[src/rtl/sacsd_pkg.sv]
package sacsd_pkg;

    localparam int unsigned RX_W      = 8;
    localparam int unsigned LIMIT_W   = 7;
    localparam int unsigned COUNT_W   = 3;
    localparam int unsigned ANGLE_W   = 8;
    localparam int unsigned DUTY_W    = 10;
    localparam int unsigned M_TDATA_W = 32;
    localparam int unsigned M_TUSER_W = 3;

    localparam logic [RX_W-1:0]    CR_CHAR    = 8'd13;
    localparam logic [RX_W-1:0]    SIGN_PLUS  = 8'h2b;
    localparam logic [RX_W-1:0]    SIGN_MINUS = 8'h2d;
    localparam logic [RX_W-1:0]    DIGIT_LO   = 8'h30;
    localparam logic [RX_W-1:0]    DIGIT_HI   = 8'h39;

    localparam logic [COUNT_W-1:0] COUNT_MAX  = 3'd7;
    localparam logic [COUNT_W-1:0] KEEP_CHARS = 3'd3;
    localparam logic [COUNT_W-1:0] SHORT_LINE = 3'd2;

    localparam logic [LIMIT_W-1:0] ANGLE_LIMIT_RST = 7'd90;

    // duty = (270 + angle) * 25 / 72, done as one multiply by ceil(25 * 2^19 / 72)
    localparam int unsigned CENTER_DEG = 270;
    localparam int unsigned DUTY_SHIFT = 19;
    localparam int unsigned DUTY_RECIP = (25 * (1 << DUTY_SHIFT) + 71) / 72;
    localparam int unsigned SUM_W      = 9;
    localparam int unsigned PROD_W     = 29;

    typedef enum logic [1:0] {
        LS_OPEN   = 2'd0,
        LS_ACCEPT = 2'd1,
        LS_REJECT = 2'd2
    } line_status_t;

endpackage

[src/rtl/serial_angle_command_to_servo_duty.sv]
// channel   dir  tdata (low bit up)                             tuser (low bit up)
// s_        in   rx_byte[7:0]                                   -
// m_        out  echo_byte[7:0] angle_deg[15:8] duty[25:16]     line_status[1:0] channel[2]
// cfg_wr_*  in   angle_limit[6:0], taken whenever cfg_wr_en is high
//
// one byte per cycle sustained while m_ is not stalled; a beat goes input register ->
// line parse and duty multiply -> result register, and its result is on m_ from there
// line state (count, first three characters, channel) updates as a beat leaves
// the input register; a stalled result holds both registers and drops s_tready
// once the input register is full
// aresetn is synchronous, active low; clears count, channel and valids, limit back to 90
module serial_angle_command_to_servo_duty (
    input  logic                             aclk,
    input  logic                             aresetn,
    input  logic                             s_tvalid,
    output logic                             s_tready,
    input  logic [sacsd_pkg::RX_W-1:0]       s_tdata,   // rx_byte
    output logic                             m_tvalid,
    input  logic                             m_tready,
    // echo_byte, angle_deg, duty_value, zero pad
    output logic [sacsd_pkg::M_TDATA_W-1:0]  m_tdata,
    // line_status, servo_channel
    output logic [sacsd_pkg::M_TUSER_W-1:0]  m_tuser,
    input  logic                             cfg_wr_en,
    input  logic [sacsd_pkg::LIMIT_W-1:0]    cfg_wr_data
);
    import sacsd_pkg::*;

    logic               in_valid_reg;
    logic [RX_W-1:0]    in_byte_reg;
    logic [LIMIT_W-1:0] limit_reg;
    logic [COUNT_W-1:0] count_reg, count_next;
    logic [RX_W-1:0]    chars_reg [KEEP_CHARS];
    logic               chan_reg;

    logic                 out_valid_reg;
    logic [RX_W-1:0]      echo_reg;
    line_status_t         status_reg, status_next;
    logic                 ochan_reg;
    logic [ANGLE_W-1:0]   angle_reg, angle_next;
    logic [DUTY_W-1:0]    duty_reg, duty_next;

    logic advance, proc_fire, is_cr;
    logic sign_ok, dig1_ok, dig2_ok, len_ok, accept;
    logic [LIMIT_W-1:0] mag;
    logic [SUM_W-1:0]   sum;
    logic [PROD_W-1:0]  prod;

    assign advance   = !out_valid_reg || m_tready;
    assign s_tready  = !in_valid_reg || advance;
    assign proc_fire = in_valid_reg && advance;
    assign is_cr     = (in_byte_reg == CR_CHAR);

    always_comb begin
        len_ok  = (count_reg == SHORT_LINE) || (count_reg == KEEP_CHARS);
        sign_ok = (chars_reg[0] == SIGN_PLUS) || (chars_reg[0] == SIGN_MINUS);
        dig1_ok = chars_reg[1] inside {[DIGIT_LO:DIGIT_HI]};
        dig2_ok = chars_reg[2] inside {[DIGIT_LO:DIGIT_HI]};
        // ascii digits carry their value in the low nibble
        if (count_reg == KEEP_CHARS) begin
            mag = LIMIT_W'(chars_reg[1][3:0]) * LIMIT_W'(10) + LIMIT_W'(chars_reg[2][3:0]);
        end else begin
            mag = LIMIT_W'(chars_reg[1][3:0]);
        end
        accept = len_ok && sign_ok && dig1_ok
                 && (count_reg != KEEP_CHARS || dig2_ok) && (mag <= limit_reg);
    end

    always_comb begin
        status_next = LS_OPEN;
        angle_next  = '0;
        duty_next   = '0;
        sum         = '0;
        prod        = '0;
        if (is_cr && count_reg != '0) begin
            if (accept) begin
                status_next = LS_ACCEPT;
                if (chars_reg[0] == SIGN_MINUS) begin
                    angle_next = ANGLE_W'(-$signed({1'b0, mag}));
                    sum        = SUM_W'(CENTER_DEG) - SUM_W'(mag);
                end else begin
                    angle_next = ANGLE_W'(mag);
                    sum        = SUM_W'(CENTER_DEG) + SUM_W'(mag);
                end
                prod      = PROD_W'(sum) * PROD_W'(DUTY_RECIP);
                duty_next = prod[DUTY_SHIFT +: DUTY_W];
            end else begin
                status_next = LS_REJECT;
            end
        end
    end

    always_comb begin
        count_next = count_reg;
        if (is_cr) begin
            count_next = '0;
        end else if (count_reg < COUNT_MAX) begin
            count_next = count_reg + 3'd1;
        end
    end

    always_ff @(posedge aclk) begin
        if (!aresetn) begin
            in_valid_reg  <= 1'b0;
            out_valid_reg <= 1'b0;
            count_reg     <= '0;
            chan_reg      <= 1'b0;
            limit_reg     <= ANGLE_LIMIT_RST;
        end else begin
            if (cfg_wr_en) begin
                limit_reg <= cfg_wr_data;
            end
            if (s_tready) begin
                in_valid_reg <= s_tvalid;
            end
            if (advance) begin
                out_valid_reg <= in_valid_reg;
            end
            if (proc_fire) begin
                count_reg <= count_next;
                if (status_next == LS_ACCEPT) begin
                    chan_reg <= !chan_reg;
                end
            end
        end
    end

    always_ff @(posedge aclk) begin
        if (s_tready && s_tvalid) begin
            in_byte_reg <= s_tdata;
        end
        if (proc_fire && !is_cr && count_reg < KEEP_CHARS) begin
            chars_reg[count_reg[1:0]] <= in_byte_reg;
        end
        if (proc_fire) begin
            echo_reg   <= in_byte_reg;
            status_reg <= status_next;
            ochan_reg  <= chan_reg;
            angle_reg  <= angle_next;
            duty_reg   <= duty_next;
        end
    end

    assign m_tvalid = out_valid_reg;
    assign m_tdata  = {6'd0, duty_reg, angle_reg, echo_reg};
    assign m_tuser  = {ochan_reg, status_reg};

    // a line only ends on a carriage return
    assert property (@(posedge aclk) disable iff (!aresetn)
        (m_tvalid && m_tuser[1:0] != LS_OPEN) |-> (m_tdata[7:0] == CR_CHAR))
        else $error("line ended on a non carriage return beat");

    // angle and duty are zero unless the angle was accepted
    assert property (@(posedge aclk) disable iff (!aresetn)
        (m_tvalid && m_tuser[1:0] != LS_ACCEPT) |-> (m_tdata[25:8] == '0))
        else $error("angle or duty set on a beat that was not accepted");

    // the count restarts after every carriage return
    assert property (@(posedge aclk) disable iff (!aresetn)
        (proc_fire && is_cr) |=> (count_reg == '0))
        else $error("character count not cleared at end of line");

    // the channel advances exactly when an angle is accepted
    assert property (@(posedge aclk) disable iff (!aresetn)
        (proc_fire && status_next == LS_ACCEPT) |=> (chan_reg != $past(chan_reg)))
        else $error("channel did not advance on acceptance");

    assert property (@(posedge aclk) disable iff (!aresetn)
        (proc_fire && status_next != LS_ACCEPT) |=> $stable(chan_reg))
        else $error("channel changed without an accepted angle");

    // an accepted beat always lands in the input register
    assert property (@(posedge aclk) disable iff (!aresetn)
        (s_tvalid && s_tready) |=> in_valid_reg)
        else $error("accepted input beat lost");

endmodule
[config.mk]
export PLATFORM = sky130hd
export DESIGN_NAME = serial_angle_command_to_servo_duty
export DESIGN_NICKNAME = d
export VERILOG_FILES = /design/src/rtl/sacsd_pkg.sv /design/src/rtl/serial_angle_command_to_servo_duty.sv
export SDC_FILE = /design/constraint.sdc
export NUM_CORES = 1
export LEC_CHECK = 0
export BUFFER_PORTS_ARGS = -buffer_cell sky130_fd_sc_hd__buf_4
export CORE_ASPECT_RATIO = 0.75
export CORE_MARGIN = 4
export CORE_UTILIZATION = 27
export CTS_CLUSTER_DIAMETER = 200
export DETAILED_ROUTE_END_ITERATION = 6
export SLEW_MARGIN = 20
export SYNTH_ARGS = -nofsm -noshare
export SYNTH_HDL_FRONTEND = slang
export SYNTH_SLANG_ARGS = --single-unit
export TNS_END_PERCENT = 10
[constraint.sdc]
create_clock -name aclk -period 8.9 [get_ports aclk]
set_input_delay 0.445 -clock aclk [delete_from_list [all_inputs] [get_ports aclk]]
set_output_delay 0.445 -clock aclk [all_outputs]
set_load 0.05 [all_outputs]
== After elaboration in Yosys (flattened, before gate mapping) ==
Memory sizes are Yosys's and may differ from the RTL's.
Cells that the tools add are included.

* Magnitude comparators: 7
* Reduce and logical (&&, ||, !) cells: 26
* Muxes and demuxes: 11
* Multipliers: 2
* Add/sub/neg operators: 5
* Eq/ne operators: 7

{| class="wikitable"
|+ Operators by type and width
! operator !! count
|-
| $mul 9x18->27 const B || 1
|-
| $mux 9 || 3
|-
| $eq 8x6->1 const B || 2
|-
| $ge 8x6->1 const B || 2
|-
| $le 8x6->1 const B || 2
|-
| $mux 7 || 2
|-
| $logic_and 1x1->1 || 11
|-
| $add 9x7->9 const A || 1
|-
| $sub 9x7->9 const A || 1
|-
| $eq 8x4->1 const B || 1
|-
| $neg 7->8 || 1
|-
| $add 7x4->7 || 1
|-
| $le 7x7->1 || 1
|-
| $eq 3x2->1 const B || 2
|-
| $mul 4x3->6 const B || 1
|-
| $mux 3 || 2
|-
| $reduce_and 2->1 || 3
|-
| $logic_or 1x1->1 || 5
|-
| $logic_not 1->1 || 4
|-
| $mux 2 || 2
|-
| $add 3x1->3 const B || 1
|-
| $lt 3x2->1 const B || 1
|-
| $lt 3x3->1 const B || 1
|-
| $ne 3x2->1 const B || 1
|-
| 5 further kinds || 6
|}

* Bits in registers: 50
* Input bits: 20
* Memories: 1
* Word-level logic and storage cells: 72
* RAM bits: 24
* Output and inout bits: 37

{| class="wikitable"
|+ Memory list
! name !! depth !! bits a word !! read ports !! clocked after memory_dff !! write ports !! RTL line !! text
|-
| chars_reg || 3 || 8 || 3 || 0 || 1 || serial_angle_command_to_servo_duty.sv:33 || <nowiki>logic [RX_W-1:0] chars_reg [KEEP_CHARS];</nowiki>
|}

== Logic depth before layout (Yosys ltp) ==
Gate-level depths: netlist of run 1.
An unclocked memory read counts as a cell.

* Word-level depth: 11
* Gate-level depth with buffers: 27
* Gate-level depth less buffers: 27

== Least setup slack after synthesis of run 1 ==
No wires, ideal clock.

* Kind: register to register
* From: memory chars_reg[1][1]
* To: register duty_reg[7] (data pin)
* Buffers on the path: 1
* Setup time: 0.259 ns
* Arrival time: 6.452 ns
* Data required time: 8.641 ns
* Stages on the path, launching flop included: 26
* Slack: 2.189 ns
* Clock period less this slack: 6.711 ns
* Cell sequence: edfxtp_1 > ha_1 > ha_1 > inv_1 > fa_1 > nor2b_1 > nor3b_1 > xnor2_1 > and2_1 > clkbuf_1 > o31ai_1 > inv_1 > fa_1 > fa_1 > inv_1 > fa_1 > inv_1 > fa_1 > inv_1 > ha_1 > nand2_1 > a2111oi_0 > a2bb2oi_1 > a2111oi_0 > o21a_1 > nor3_1

{| class="wikitable"
|+ RTL lines
! element !! RTL line !! text
|-
| start, declared || serial_angle_command_to_servo_duty.sv:33 ||
|-
| end signal, assigned || serial_angle_command_to_servo_duty.sv:140 || <nowiki>duty_reg <= duty_next;</nowiki>
|-
| end, declared || serial_angle_command_to_servo_duty.sv:41 || <nowiki>logic [DUTY_W-1:0] duty_reg, duty_next;</nowiki>
|}

== Worst setup path after layout of run 1 ==
* From: register count_reg[0]
* To: register duty_reg[7] (data pin)

* Cells in the longest elaborated chain, start to end: 7
* Elaborated cells between the ends (all ways): 20
* Classes of those cells: add/sub: 2; mul: 1; order compare: 1; eq/ne: 3; mux: 4; reduce/logical: 9

{| class="wikitable"
|+ Ends and longest elaborated chain
! element !! RTL line !! text
|-
| start, declared || serial_angle_command_to_servo_duty.sv:32 || <nowiki>logic [COUNT_W-1:0] count_reg, count_next;</nowiki>
|-
| start signal, assigned || serial_angle_command_to_servo_duty.sv:120 || <nowiki>count_reg <= count_next;</nowiki>
|-
| $eq 3x2->1 * || serial_angle_command_to_servo_duty.sv:60 || <nowiki>if (count_reg == KEEP_CHARS) begin</nowiki>
|-
| $mux 7 * || serial_angle_command_to_servo_duty.sv:60 ||
|-
| named net mag[0] || serial_angle_command_to_servo_duty.sv:45 || <nowiki>logic [LIMIT_W-1:0] mag;</nowiki>
|-
| $add 9x7->9 / $sub 9x7->9 (equally long branches) || serial_angle_command_to_servo_duty.sv:83, serial_angle_command_to_servo_duty.sv:80 ||
|-
| $mux 9 || serial_angle_command_to_servo_duty.sv:78 || <nowiki>if (chars_reg[0] == SIGN_MINUS) begin</nowiki>
|-
| $mux 9 || serial_angle_command_to_servo_duty.sv:76 || <nowiki>if (accept) begin</nowiki>
|-
| $mux 9 || serial_angle_command_to_servo_duty.sv:75 || <nowiki>if (is_cr && count_reg != '0) begin</nowiki>
|-
| $mul 9x18->27 || serial_angle_command_to_servo_duty.sv:85 || <nowiki>prod = PROD_W'(sum) * PROD_W'(DUTY_RECIP);</nowiki>
|}

Mark *: on every way through the listed nets, which the timed path passes. The rest lies on a longest branch. The select of a mux whose other input is x is not followed.
A chain may end at the register's enable or synchronous reset.

==> results of run 1 <==
==> where the power goes <==
part	internal [mW]	switching [mW]
Combinational	0.0910	0.158
Sequential	0.378	0.00797
Clock	0.188	0.143
Total	0.658	0.309
==> Yosys cell counts (9+ instances only) <==
master    number
inv_1        107
ha_1          88
edfxtp_1      59
nor2_1        41
a21oi_1       38
fa_1          38
nand2_1       29
o21ai_0       29
xnor2_1       18
dfxtp_1       13
o211ai_1      12
buf_4          9
nand3_1        9
==> how the worst max path moves through the flow <==
stage	startpoint	endpoint	depth (start not counted)
2_1_floorplan	chars_reg[1][1]$_DFFE_PP_	duty_reg[7]$_SDFFCE_PN0P_	25
6_report	count_reg[0]$_SDFFE_PN0P_	duty_reg[7]$_SDFFCE_PN0P_	23
4_1_cts	count_reg[0]$_SDFFE_PN0P_	duty_reg[7]$_SDFFCE_PN0P_	23
3_3_place_gp	count_reg[0]$_SDFFE_PN0P_	duty_reg[7]$_SDFFCE_PN0P_	23
5_1_grt	count_reg[0]$_SDFFE_PN0P_	duty_reg[6]$_SDFFCE_PN0P_	23
3_5_place_dp	count_reg[0]$_SDFFE_PN0P_	duty_reg[7]$_SDFFCE_PN0P_	23
==> worst register-to-register path: cells and delay by family (launching register included) <==
family                   cells  cell delay [ps]
flip-flops                   1              440
multiplexers                 1              720
buffers and inverters        5              680
AND/OR/NAND/NOR              4              300
AO/OA/AOI/OAI                5             1900
adder cells (fa/ha/maj)      8             3300
==> layer usage <==
metal	vias up	wire length, µm
met5	-	0
met4	0	83
li1	2149	-
met2	96	5257
met1	2081	8256
met3	7	777
==> area by class of cell <==
class,count,area share (%)
clock buffers,9,3.227
flip-flops and latches,72,29.11
well taps,294,5.271
repair buffers,51,5.486
multi-input cells,409,50.45
inverters,108,5.809
clock inverters,6,0.6454
==> logic make-up after synthesis <==
logic type / Yosys count / synth area share [%]
AO/OA/AOI/OAI: 116 / 11.86
XOR/XNOR: 22 / 3.187
adder cells (fa/ha/maj): 126 / 30.79
buffers and inverters: 127 / 8.588
flip-flops: 72 / 33.61
multiplexers: 7 / 1.180
other: 1 / 0.06203
AND/OR/NAND/NOR: 130 / 10.72
==> metrics by stage <==
| stage | instance area, µm² | util, % | hold WS [ps] | total power [mW] | cells |
|---|---|---|---|---|---|
| after floorplan | 6072 | - | 417.2 | 0.5741 | 608 |
| after global placement | 6709 | 30.42 | 431.0 | 0.6391 | 934 |
| after detailed placement | 6709 | 30.42 | 444.2 | 0.6385 | 934 |
| final | 6979 | 31.65 | 288.2 | 0.9665 | 949 |
| after CTS | 6979 | 31.65 | 278.3 | 0.9734 | 949 |
| after global routing | 6979 | 31.65 | 270.3 | 1.023 | 949 |
==> results by group, run 1 <==
Run status
  • Outcome: finished clean

Power
  • Maximum VDD drop: 0.00009250 V
  • PwrDens: about 140 mW/mm²
  • Leakage: 3.088 nW

Critical path
  • Reg2Reg Depth: 23
  • Crit path launch type: register
  • CP max FO: 12
  • Required @ worst endpoint: roughly 9000 ps
  • Largest stage delay, worst path: just over 700 ps
  • Data arrival time of the critical path: between 7000 and 8000 ps
  • CP cell instances: ha_1 > ha_1 > mux2i_1 > inv_1 > ha_1 > nand2_1 > nand2_1 > o31ai_1 > inv_1 > fa_1 > fa_1 > inv_1 > fa_1 > inv_1 > fa_1 > inv_1 > ha_1 > nand2_1 > a2111oi_0 > a2bb2oi_1 > a2111oi_0 > o21a_1 > nor3_1
  • Nature of the critical path endpoint: register
  • Critical path's most frequent cell: inv_1
  • Top Family by Delay on Critical Path: adder cells
  • R2R setup slack: between 1000 and 1500 ps
  • WS Path Type: reg2reg
  • R2r startpoint: count_reg[0]$_SDFFE_PN0P_
  • Worst-path cell with the longest stage delay: mux2i_1
  • Reg-to-reg endpoint: duty_reg[7]$_SDFFCE_PN0P_
  • WP buf/inv: 5

Timing
  • Setup slack after layout: ~1300 ps
  • Final setup violation count: 0
  • Clk_skew: ~9 ps
  • Max-slew violations: 0
  • Final period utilization: between 80% and 90%
  • Fin crit period: 7598 ps
  • Final Hold Vio Count: 0
  • Fin Setup TNS: 0 ps
  • RSZ-0062 raised after global routing: false
  • Max Freq: about 130 MHz
  • Worst slew margin: 47.16%
  • Worst Tran Pin Value: about 770 ps

Global route
  • GR met3 Demand/Resource: 2.402%
  • GRT Max-Usage Layer: met1
  • Initial antenna violation count: 0
  • First-pass GRT wire length: roughly 23 mm
  • Vias in the first global route: approximately 4300
  • GR Util met2: between 10% and 20%
  • Met1 usage: between 10% and 20%
  • Total track usage: between 10% and 20%
  • Largest net degree at the start of global routing: 23
  • GRT overflow: 0

Finish
  • Share of layout cells above drive strength 1: 10.99%
  • Commonest cells after routing, fill and taps aside: inv_1 (107), ha_1 (88), edfxtp_1 (59)
  • Final #Nets: about 800
  • Ant. Diodes: 0
  • P&R area growth vs syn: 15.44%
  • Most common cell after layout, fill and taps aside: inv_1
  • Number of flip-flops in the largest register: 24
  • Filler cells: roughly 2300
  • Multi-input logic area: 0.003521 mm²
  • Sequential cell area: roughly 0.002 mm²

Route
  • Via density: 4.566
  • DRT antenna net count: 0
  • 1st-iter DRT viols: around 250
  • Final wirelength: 14.37 mm
  • DRC Markers: 0
  • DRT Pass-1 Iters: 4
  • Via count: approximately 4300
  • Wire length per cell: 15.15 µm

Placed design
  • Detailed Place HPWL: ~12 mm
  • PortBufs: 48
  • Pre-CTS setup slack: around 1300 ps
  • Final GP Congestion: 0.9322

Die
  • Die width: ~180 µm
  • Die Ht: 137.6 µm
  • Die Footprint: about 0.025 mm²
  • Initial cell density of the core: 27.42%
  • # IOs: 57
  • Std-Cell Rows: 47
  • Core area: ~0.022 mm²

Logic synthesis
  • Synthesis-stage register bit count: a little over 70
  • Synth top area cells: edfxtp_1 (29%), ha_1 (18%), fa_1 (13%)
  • Synth unique cells: between 50 and 60
  • Dominant synthesized flop cell: edfxtp_1
  • Synthesis Warnings: 0
  • Synthesized area: approximately 0.006 mm²
  • Synthesized netlist cell count: ~600
  • Ys async rst share: 0%
  • Number of synthesized flops with an enable pin: between 50 and 60
  • Largest area contributor in the netlist: edfxtp_1
  • Seq/Total Area, Yosys: roughly 34%
  • Mapped Avg Cell Area: approximately 10 µm²
  • Top cell type's share of synthesized area: ~29%

CTS
  • Cts hold-fix bufs: 0
  • H-tree Lvls: 3
  • Clock latency on the worst-skew pair: roughly 330 ps
  • CTS clk-pin slew, worst paths: around 60 ps
  • CTS tree: built
  • Post-CTS Resized: 0
  • Root Driver: clkbuf_16
  • Max clock buf depth: 2
  • CTS sink count: 72
  • Inserted Clock Buffers: 9
  • Setup bufs post-CTS: 0

Job
  • MaxCap Viol Count: 0

Worst hold path
  • Hold EP: in_byte_reg[0]$_DFFE_PP_
  • Hold wc startpoint: s_tdata[0]
  • Min-delay worst type: in2reg
  • Hold path depth: 1
Power figures use the tool's default switching activity.
==> inputs of run 2 (changes only) <==
--- a/config.mk
+++ b/config.mk
@@ -8,9 +8,10 @@
 export BUFFER_PORTS_ARGS = -buffer_cell sky130_fd_sc_hd__buf_4
 export CORE_ASPECT_RATIO = 0.75
 export CORE_MARGIN = 4
-export CORE_UTILIZATION = 27
+export CORE_UTILIZATION = 50
 export CTS_CLUSTER_DIAMETER = 200
 export DETAILED_ROUTE_END_ITERATION = 6
+export PLACE_DENSITY = 0.69
 export SLEW_MARGIN = 20
 export SYNTH_ARGS = -nofsm -noshare
 export SYNTH_HDL_FRONTEND = slang
==> run 2 against run 1 <==
  * Die area fell by 44%
  * Critical path depth unchanged
  * Worst hold slack worse by 2.5 ps
  * Design area down 2.7%
  * Highest routed layer unchanged
  * First-iteration DRC count increased by 44%
  * Critical path type unchanged
  * Combinational power down 2%
  * Clock power shrank 1%
  * Sequential share of layout area grew 0.79 points
==> results by group, run 2 (same netlist as run 1, synthesis figures left out) <==
Critical path
  • WS Path Type: reg2reg
  • Crit path launch type: register
  • Required @ worst endpoint: 8950 ps
  • Data arrival time of the critical path: 7530 ps
  • Nature of the critical path endpoint: register
  • CP max FO: 12

Timing
  • Max Freq: between 100 and 150 MHz
  • Fin crit period: about 7500 ps
  • Final period utilization: approximately 84%
  • WHS: roughly 290 ps
  • Max-slew violations: 0
  • Worst slew margin: between 40% and 50%
  • Worst Tran Pin Value: a little under 800 ps
  • Clk_skew: 9.210 ps
  • Final Hold Vio Count: 0
  • Final setup violation count: 0
  • RSZ-0062 raised after global routing: false
  • Setup slack after layout: 1416 ps
  • Fin Setup TNS: 0 ps

Die
  • Die width: around 130 µm
  • Die Ht: between 100 and 150 µm
  • Std-Cell Rows: 34
  • Die Footprint: 0.01393 mm²
  • Core area: ~0.012 mm²
  • # IOs: 57
  • Initial cell density of the core: between 50% and 60%

Route
  • Via density: 5.458
  • DRT Pass-1 Iters: 5
  • Wire length per cell: approximately 16 µm
  • DRC Markers: 0
  • DRT antenna net count: 0
  • Via count: around 4400
  • Final wirelength: around 13 mm
  • 1st-iter DRT viols: 366

Finish
  • Commonest cells after routing, fill and taps aside: inv_1 (106), ha_1 (88), edfxtp_1 (59)
  • Number of flip-flops in the largest register: 24
  • Final #Nets: 794
  • P&R area growth vs syn: 12.38%
  • Most common cell after layout, fill and taps aside: inv_1
  • Layout Utilization: 58.07%
  • Ant. Diodes: 0
  • Share of layout cells above drive strength 1: between 10% and 20%

Job
  • MaxCap Viol Count: 0

Global route
  • First-pass GRT wire length: between 20 and 25 mm
  • Met1 usage: a little under a third
  • Vias in the first global route: between 4000 and 5000
  • GRT Max-Usage Layer: met1
  • GRT overflow: 0
  • GR met3 Demand/Resource: 4.497%
  • GR Util met2: 30.23%
  • Initial antenna violation count: 0
  • Total track usage: around a fifth
  • Largest net degree at the start of global routing: 30

Placed design
  • Pre-CTS setup slack: 1441 ps
  • PortBufs: 48
  • Final GP Congestion: around 0.90
  • Detailed Place HPWL: between 10 and 15 mm

CTS
  • Post-CTS Resized: 0
  • CTS clk-pin slew, worst paths: around 60 ps
  • Clock latency on the worst-skew pair: about 330 ps
  • Max clock buf depth: 2
  • CTS sink count: 72
  • Inserted Clock Buffers: 9
  • Root Driver: clkbuf_16
  • Cts hold-fix bufs: 0
  • CTS tree: built
  • H-tree Lvls: 3
  • Setup bufs post-CTS: 0

Worst hold path
  • Min-delay worst type: in2reg

Power
  • PwrDens: approximately 140 mW/mm²
  • Maximum VDD drop: roughly 0.00011 V
  • Leakage: between 3 and 4 nW

Run status
  • Outcome: finished clean
run 2: per-layer routing:
metal | up-vias | wire length (µm)
li1 | 2143 | -
met1 | 2136 | 6671
met5 | - | 0
met4 | 0 | 85
met3 | 8 | 861
met2 | 161 | 5401
run 2: per-stage QoR:
stage | cells | area (µm²) | power [mW]
detailed placement | 799 | 6521 | 0.6351
finish | 815 | 6794 | 0.9582
floorplan | 608 | 6072 | 0.5741
global placement | 799 | 6521 | 0.6309
CTS | 815 | 6794 | 0.9633
global route | 815 | 6794 | 1.015
run 2: cell type report:
class                      count  area, µm²
fill                        1019       4905
multi-input combinational    409       3521
sequential                    72       2032
inverter                     108      405.4
timing repair buffer          48      360.3
clock buffer                   9      225.2
tap                          162      202.7
clock inverter                 7      47.55
run 2: worst max-delay path, cell delays in order, from the launching register on:
cell and delay (ps):
dfxtp_1 440, ha_1 190, ha_1 400, mux2i_1 700
inv_1 300, ha_1 320, nand2_1 70, nand2_1 70
o31ai_1 520, inv_1 200, fa_1 460, fa_1 490
inv_1 80, fa_1 540, inv_1 60, fa_1 530
inv_1 40, ha_1 330, nand2_1 110, a2111oi_0 400
a2bb2oi_1 160, a2111oi_0 560, o21a_1 180, nor3_1 40
run 2: final timing paths:
check                            startpoint                         to  slack, ps  cells past startpoint
setup / recovery  count_reg[0]$_SDFFE_PN0P_  duty_reg[7]$_SDFFCE_PN0P_       1420                     23
hold / removal                   s_tdata[2]   in_byte_reg[2]$_DFFE_PP_        290                      1
setup reg to reg  count_reg[0]$_SDFFE_PN0P_  duty_reg[7]$_SDFFCE_PN0P_       1420                     23
hold reg to reg       chan_reg$_SDFFE_PN0P_        ochan_reg$_DFFE_PP_        450                      0
run 2: report_power, final:
part	total, mW	internal [mW]	leakage, nW	switching (mW)
clock	0.327	0.188	0.123	0.139
combinational	0.245	0.0901	2.28	0.155
sequential	0.386	0.379	0.658	0.00772
total	0.958	0.656	3.06	0.302
